$ cat src/hw/rtl/mbd_pkg.sv
// Shared types and constants for the mask box downsampler.
// Used by mbd_ctrl, mbd_dp, mbd_chk and the top level mask_box_downsample.
`default_nettype none

package mbd_pkg;

	// Default sizing of the tile-sum memory and the largest tile edge
	localparam int MAX_WIDTH_DEF = 4096;
	localparam int MAX_BLOCK_DEF = 64;
	localparam int HEIGHT_LIMIT  = 4096;

	// Field widths
	localparam int SAMPLE_W  = 16;
	localparam int VALUE_W   = 8;
	localparam int POS_W     = 12;
	localparam int DIM_W     = 13;
	localparam int BLK_REG_W = 7;
	localparam int SUM_W     = 28;

	// Scaling: byte full scale, and the width of sum * 255
	localparam int BYTE_SCALE = 255;
	localparam int NUM_W      = SUM_W + 8;

	// Restoring divider: one saturation check, then eight quotient bits
	localparam int DIV_STEPS = 9;
	localparam int DIV_CNT_W = $clog2(DIV_STEPS);

	// APB register file
	localparam int APB_ADDR_W = 4;
	localparam int APB_DATA_W = 32;
	localparam logic [1:0] REG_GRID_WIDTH  = 2'd0;
	localparam logic [1:0] REG_GRID_HEIGHT = 2'd1;
	localparam logic [1:0] REG_BLOCK_SIZE  = 2'd2;

	localparam logic [DIM_W-1:0]     GRID_WIDTH_RST  = 13'd256;
	localparam logic [DIM_W-1:0]     GRID_HEIGHT_RST = 13'd256;
	localparam logic [BLK_REG_W-1:0] BLOCK_SIZE_RST  = 7'd4;

	// Commands from the controller to the datapath
	typedef struct packed {
		logic restart;   // clear frame position
		logic accept;    // take a sample, read its tile sum, advance position
		logic scale;     // sample times column weight
		logic weight;    // times row weight
		logic acc;       // update tile sum and write it back
		logic div_load;  // load numerator and shifted divisor
		logic div_step;  // one divider step
		logic div_first; // first step is the saturation check
		logic out_load;  // move the finished byte into the output register
	} dp_cmd_t;

	// Status from the datapath to the controller
	typedef struct packed {
		logic emit;      // current request completes its tile
	} dp_sts_t;

endpackage

`default_nettype wire

$ cat src/hw/rtl/mbd_ctrl.sv
// Controller for the mask box downsampler: sequences one request at a time
// through multiply, accumulate and, for a completed tile, divide, and owns the output valid.
// Depends on mbd_pkg.
`default_nettype none

module mbd_ctrl (
	input  wire logic             clk,
	input  wire logic             arst_n,
	input  wire logic             in_valid,
	output logic                  in_stall,
	output logic                  out_valid,
	input  wire logic             out_stall,
	input  wire logic             cfg_restart,
	input  wire mbd_pkg::dp_sts_t sts,
	output mbd_pkg::dp_cmd_t      cmd
);

	typedef enum logic [2:0] {
		ST_IDLE,
		ST_MUL,
		ST_SCALE,
		ST_ACC,
		ST_LOAD,
		ST_DIV,
		ST_POST
	} state_t;

	state_t                         state_q;
	logic [mbd_pkg::DIV_CNT_W-1:0]  cnt_q;
	logic                           out_valid_q;
	logic                           accept;
	logic                           out_free;

	// Handshake decode
	assign accept   = in_valid && (state_q == ST_IDLE);
	assign out_free = !out_valid_q || !out_stall;
	assign in_stall = (state_q != ST_IDLE);
	assign out_valid = out_valid_q;

	// Datapath commands
	always_comb begin
		cmd           = '0;
		cmd.restart   = cfg_restart;
		cmd.accept    = accept;
		cmd.scale     = (state_q == ST_MUL);
		cmd.weight    = (state_q == ST_SCALE);
		cmd.acc       = (state_q == ST_ACC);
		cmd.div_load  = (state_q == ST_LOAD);
		cmd.div_step  = (state_q == ST_DIV);
		cmd.div_first = (state_q == ST_DIV) &&
			(cnt_q == mbd_pkg::DIV_CNT_W'(mbd_pkg::DIV_STEPS - 1));
		cmd.out_load  = (state_q == ST_POST) && out_free;
	end

	// State, step count and output valid
	always_ff @(posedge clk or negedge arst_n) begin
		if (!arst_n) begin
			state_q     <= ST_IDLE;
			cnt_q       <= '0;
			out_valid_q <= 1'b0;
		end else begin
			unique case (state_q)
				ST_IDLE: begin
					if (accept) state_q <= ST_MUL;
				end
				ST_MUL:   state_q <= ST_SCALE;
				ST_SCALE: state_q <= ST_ACC;
				ST_ACC: begin
					state_q <= sts.emit ? ST_LOAD : ST_IDLE;
				end
				ST_LOAD: begin
					cnt_q   <= mbd_pkg::DIV_CNT_W'(mbd_pkg::DIV_STEPS - 1);
					state_q <= ST_DIV;
				end
				ST_DIV: begin
					cnt_q <= cnt_q - 1'b1;
					if (cnt_q == '0) state_q <= ST_POST;
				end
				ST_POST: begin
					if (out_free) state_q <= ST_IDLE;
				end
				default: state_q <= ST_IDLE;
			endcase

			// Hold the result until taken
			if (cmd.out_load) begin
				out_valid_q <= 1'b1;
			end else if (!out_stall) begin
				out_valid_q <= 1'b0;
			end
		end
	end

endmodule

`default_nettype wire

$ cat config.mk
export PLATFORM = sky130hd
export DESIGN_NAME = mbd_ctrl
export DESIGN_NICKNAME = d
export VERILOG_FILES = /design/src/hw/rtl/mbd_pkg.sv /design/src/hw/rtl/mbd_ctrl.sv
export SDC_FILE = /design/constraint.sdc
export NUM_CORES = 1
export LEC_CHECK = 0
export ABC_AREA = 1
export BUFFER_PORTS_ARGS = -buffer_cell sky130_fd_sc_hd__buf_2
export CAP_MARGIN = 20
export CORE_AREA = 5 5 42 44
export CTS_BUF_LIST = sky130_fd_sc_hd__clkbuf_8
export DETAILED_ROUTE_END_ITERATION = 16
export DIE_AREA = 0 0 47 49
export GPL_TIMING_DRIVEN = 0
export SYNTH_ARGS = -nofsm -noshare
export SYNTH_HDL_FRONTEND = slang
export SYNTH_SLANG_ARGS = --single-unit
export TNS_END_PERCENT = 20
$ cat constraint.sdc
create_clock -name clk -period 2.1 [get_ports clk]
set_input_delay 0.315 -clock clk [delete_from_list [all_inputs] [get_ports clk]]
set_output_delay 0.315 -clock clk [all_outputs]
set_load 0.02 [all_outputs]
==> results of run 1 <==
-- worst min-delay path, cell delays in order --
cell,delay (ns)
buf_2,0.07
nand2_1,0.06
nand2_1,0.07
-- cells in the mapped netlist --
master | instances | area share
nand2_2 | 3 | 0.037
inv_1 | 12 | 0.088
inv_2 | 2 | 0.015
nor3_1 | 1 | 0.0097
nand3_1 | 9 | 0.088
buf_4 | 2 | 0.029
nand4_1 | 1 | 0.012
dfrtp_1 | 8 | 0.39
nand2_4 | 1 | 0.022
o22ai_1 | 1 | 0.012
clkinv_2 | 1 | 0.0097
nor2_2 | 1 | 0.012
nand2_1 | 15 | 0.11
o21ai_1 | 3 | 0.029
a21oi_1 | 1 | 0.0097
nor4_1 | 1 | 0.012
nand3_2 | 1 | 0.020
nand3_4 | 1 | 0.034
nor2_1 | 5 | 0.037
ha_1 | 1 | 0.024
-- cell type report --
cell class,count,area (sq um)
multi-input cells,45,240
flip-flops and latches,8,200
fillers,140,742
inverters,15,57.6
well taps,16,20.0
clock buffers,3,41.3
plain buffers,2,15.0
repair buffers,16,85.1
-- through the flow --
stage               setup WS (ns)  total power, mW
finish                      0.371            0.936
global route                0.271             1.01
CTS                         0.357            0.947
detailed placement          0.605            0.757
global placement            0.643            0.753
floorplan                   0.398            0.638
-- flip-flops by register name, indices dropped and copies added (netlist names) --
signal,cells
out_valid,1
cnt_q,4
state_q,3
-- where the power goes --
group / internal, mW / leakage, nW / switching [mW]
Sequential: 0.218 / 0.101 / 0.0681
Clock: 0.124 / 0.0216 / 0.0563
Combinational: 0.165 / 0.279 / 0.304
-- worst paths after layout --
path,endpoint,slack [ns],start,cells past startpoint
min,out_valid,0.33,out_stall,3
min reg2reg,cnt_q[3],0.50,cnt_q[3],2
max in group asynchronous,state_q[0],1.46,arst_n,2
max,cmd[1],0.37,cnt_q[0],5
min in group asynchronous,cnt_q[0],0.47,arst_n,2
max reg2reg,cnt_q[1],0.93,state_q[0],4
-- metal layers --
layer  wire length (um)  share of wire  up-vias
li1                   -              -      259
met1                460           0.46      212
met2                457           0.45       12
met3                 80          0.080        2
met4                  8         0.0080        0
met5                  0              0        -
-- cell families (layout without fill, tap and decap cells) --
| family | after synthesis | in the layout | synth area share |
|---|---|---|---|
| AND/OR/NAND/NOR | 39 | 39 | 0.393 |
| buffers and inverters | 17 | 36 | 0.141 |
| flip-flops | 8 | 8 | 0.390 |
| AO/OA/AOI/OAI | 5 | 5 | 0.0512 |
| adder cells (fa/ha/maj) | 1 | 1 | 0.0244 |
==> results.toml, run 1 <==
[setup_path]
cp_data_required_time_ns = 1.78
path_cells = "inv_1 -> ha_1 -> inv_1 -> nor4_1 -> buf_2"
crit_type = "flip-flop to output port"
start_kind = "flip-flop"
cp_data_arrival_time_ns = 1.41
end_kind = "output port"
slowest_delay_ns = 0.35
crit_slowest_cell = "dfrtp_1"
cp_top_family = "buffers and inverters"
cpMostUsedCell = "inv_1"
worst-path-buf-inv = 3
worstPathMaxFanout = 4

[grt]
use_met2 = 0.138
grt_usage = 0.0972
use_met1 = 0.128
grt_pass1_vias = 393
antenna_found_initial = 0
grt_overflow = 0
grt_max_degree = 9
grt_pass1_wl_um = 1660
top_usage_layer = "met2"
grtUsageMet3 = 0.0590

[cells_and_area]
fin_area_sq_um = 659
final_cell_mix = "nand2_1 (15), buf_2 (15), inv_1 (12)"
final_net_count = 98
final_core_util = 0.471
fin_cells = 105
area_growth_pct = 28.5
drive_above_1_share = 0.337
antenna_cells = 0

[logic_synthesis]
synth_nets = 77
avgSynthCellArea_sq_um = 7.33
yosys_warnings = 0
ys_seq_elements = 8
ys_seq_area_frac = 0.390
syn_area_sq_um = 513
yosysUniqueCellTypes = 20
syn_inst = 70

[sta]
fmax_mhz = 579
drv_slew = 0
setup_viol = 0
skew_ns = 0.00380
period_share = 0.823
fin_tns_setup_ns = 0
worstMarginPinSlew_ns = 0.280
hold_ws_ns = 0.325
finalCriticalPeriod_ns = 1.73
relSlewSlack = 0.813
rsz0062_at_grt = "false"
hold_viol = 0

[clocking]
cts_hold_buf = 1
cts_tree = "built"
cts_buffers = 3
cts_max_path_buffers = 2
postCtsSetupBuffers = 0
clk_pin_slew_ns = 0.04
clock-sinks = 8
insertion_delay_ns = 0.23
h-tree-depth = 1
cts_resized = 0
clock-root-buffer = "clkbuf_8"

[run_status]
run_status = "finished, final reports clean"

[pwr]
pwr_density_cell_nw_per_um2 = 1420
ir_worst_vdd_uv = 789
leakagePower_nw = 0.401

[die]
pin_count = 17
start_util = 0.366
die_x_um = 47
die_height_um = 49
dieArea_sq_um = 2300
rows = 14
design.core.area_sq_um = 1400

[route]
drt_iter0_drc = 14
vias = 485
first_pass_iters = 4
routed_wl_um = 1010
route.detailed.drc = 0
wl_per_cell_um = 9.57
ant_nets = 0
viasPerCell = 4.62

[place]
port_buffers = 15
gp_congestion = 0.712
place_inst = 101
dpl.hpwl_um = 816
placed_area_sq_um = 608

[hold_path]
min_path_type = "input pin to flip-flop"

[flow_run]
max_cap_violations = 0
Power figures use the tool's default switching activity.
==> inputs of run 2 (changes only) <==
--- a/config.mk
+++ b/config.mk
@@ -5,7 +5,7 @@
 export SDC_FILE = /design/constraint.sdc
 export NUM_CORES = 1
 export LEC_CHECK = 0
-export ABC_AREA = 1
+export ABC_AREA = 0
 export BUFFER_PORTS_ARGS = -buffer_cell sky130_fd_sc_hd__buf_2
 export CAP_MARGIN = 20
 export CORE_AREA = 5 5 42 44
==> constraint.sdc (replaced) <==
create_clock -name clk -period 1.7 [get_ports clk]
set_input_delay 0.255 -clock clk [delete_from_list [all_inputs] [get_ports clk]]
set_output_delay 0.255 -clock clk [all_outputs]
set_load 0.02 [all_outputs]
==> results.toml, run 2 <==
[run_status]
run_status = "finished, final reports clean"

[die]
design.core.area_sq_um = 1400
pin_count = 17
rows = 14
die_x_um = 47
start_util = 0.358
die_height_um = 49
dieArea_sq_um = 2300

[sta]
rsz0062_at_grt = "true"
setup_viol = 0
fin_tns_setup_ns = 0
finalCriticalPeriod_ns = 1.65
worstMarginPinSlew_ns = 0.222
drv_slew = 0
fmax_mhz = 606
period_share = 0.970
hold_viol = 0
skew_ns = 0.000266
relSlewSlack = 0.851

[cells_and_area]
final_cell_mix = "buf_2 (15), dfrtp_1 (8), o21ai_0 (5)"
fin_cells = 87
largest_register = "cnt_q"
antenna_cells = 0
drive_above_1_share = 0.451
fin_area_sq_um = 686
final_net_count = 80
largest_reg_flops = 4
final_common_cell = "buf_2"
area_growth_pct = 36.7

[setup_path]
cp_data_arrival_time_ns = 1.39
end_kind = "output port"
worstPathMaxFanout = 3
cpMostUsedCell = "buf_6"
worst-path-buf-inv = 3
path_cells = "buf_6 -> or3_4 -> nor2_4 -> buf_4 -> buf_6"
cp_data_required_time_ns = 1.44
crit_slowest_cell = "or3_4"
slowest_delay_ns = 0.39
crit_type = "flip-flop to output port"
r2r_slack_ns = 0.52
start_kind = "flip-flop"
cp_top_family = "simple AND/OR/NAND/NOR gates"

[clocking]
cts_tree = "built"
h-tree-depth = 1
cts_buffers = 3
insertion_delay_ns = 0.23
clk_pin_slew_ns = 0.04
clock-root-buffer = "clkbuf_8"
cts_max_path_buffers = 2
clock-sinks = 8

[logic_synthesis]
async_flop_share = 1.00
synth_top_cell_by_area = "dfrtp_1"
yosys_warnings = 0
post_synth_most_frequent_cells = "dfrtp_1 (8), o21ai_0 (5)"
ys_seq_area_frac = 0.399
yosysUniqueCellTypes = 28
syn_area_sq_um = 502
syn_inst = 50
synth_nets = 57
synth_edf_count = 0
synth.area.top_cells = "dfrtp_1 (40%), o21ai_0 (5.0%), buf_4 (4.5%)"
yosysMostFrequentCell = "dfrtp_1"
avgSynthCellArea_sq_um = 10.0
synthFlopType = "dfrtp_1"
ys_seq_elements = 8
synth_top_area_share = 0.399

[pwr]
leakagePower_nw = 0.341
p_sw_frac = 0.404
comb_power_share = 0.595
pwr_density_cell_nw_per_um2 = 2080
clock_power_share = 0.163
p_int_uw = 852
power_frac_seq = 0.242
ir_worst_vdd_uv = 860
p_sw_uw = 576

[route]
vias = 432
ant_nets = 0
wl_per_cell_um = 12.7
route.detailed.drc = 0
first_pass_iters = 4
drt_iter0_drc = 5
routed_wl_um = 1110
viasPerCell = 4.97

[grt]
grt_pass1_wl_um = 1830
antenna_found_initial = 0
grt_overflow = 0
grt_pass1_vias = 413
grt_max_degree = 11
grt_usage = 0.112

[place]
port_buffers = 15
dpl.hpwl_um = 764
gp_congestion = 0.679
placed_area_sq_um = 597
place_inst = 81

[hold_path]
min_path_type = "input pin to flip-flop"

[flow_run]
max_cap_violations = 0
-- run 2: cell types whose count changed in the layout (fill, tap and decap cells not counted), moves of 3 or more --
cell,delta
nand3_1,-9
nand2_1,-13
nand2_2,-3
o21ai_0,+5
nand2b_1,+3
o21ai_1,-3
buf_6,+3
nor2_1,-3
inv_1,-9
-- run 2: layout make-up --
cell class | instances | area, sq um
buffer | 5 | 42.5
multi-input combinational | 34 | 264
inverter | 3 | 11.3
tap | 16 | 20.0
timing repair buffer | 18 | 106
fill | 137 | 716
clock buffer | 3 | 41.3
sequential | 8 | 200
-- run 2: worst reg2reg max path, cell delays in order, from the launching register on --
cell and delay (ns):
dfrtp_1 0.36, buf_6 0.13, buf_4 0.15, nand2b_4 0.16, mux2_4 0.26
-- run 2: routing by layer --
metal / part of all wire / track usage / up-vias
li1: - / - / 216
met1: 0.45 / 0.139 / 201
met2: 0.45 / 0.163 / 13
met3: 0.089 / 0.0554 / 2
met4: 0.011 / 0.0415 / 0
met5: 0 / 0 / -
-- run 2: final timing paths --
check / start / endpoint / depth (start not counted)
setup reg to reg: state_q[1] / cnt_q[0] / 4
setup / recovery: state_q[1] / cmd[7] / 5
hold / removal: sts / state_q[2] / 2
min in group asynchronous: arst_n / out_valid / 2
max in group asynchronous: arst_n / cnt_q[2] / 2
hold reg to reg: out_valid / out_valid / 2
-- run 2: through the flow --
| step | worst slack (ns) | hold WS [ns] | utilization | total power [mW] |
|---|---|---|---|---|
| finish | 0.0509 | 0.259 | 0.489 | 1.43 |
| global route | -0.0132 | 0.272 | 0.489 | 1.55 |
| CTS | 0.000700 | 0.262 | 0.472 | 1.40 |
| detailed placement | 0.230 | 0.114 | 0.426 | 1.12 |
| global placement | 0.236 | 0.111 | 0.426 | 1.11 |
| floorplan | 0.223 | -0.0406 | - | 0.936 |
-- run 2: power groups by stage --
stage | Combinational [mW] | Sequential (mW) | Clock [mW]
6_report | 0.850 | 0.345 | 0.233
5_1_grt | 0.940 | 0.357 | 0.251
4_1_cts | 0.818 | 0.343 | 0.243
3_5_place_dp | 0.778 | 0.342 | 0
3_3_place_gp | 0.768 | 0.341 | 0
2_1_floorplan | 0.599 | 0.337 | 0
-- run 2: cell families after synthesis --
kind of cell,synth area share
compound gates,0.152
xor+xnor,0.0175
fa+ha+maj,0.0249
buf+inv,0.0997
flops,0.399
mux,0.0299
simple gates,0.277
-- run 2: what timing repair did --
item	in CTS	in global routing
endpoints found under the setup margin	1	2
hold buffers	1	0
buffers inserted	1	1
endpoints found under the hold margin	8	0
pin swaps	2	1
resized for setup	2	4
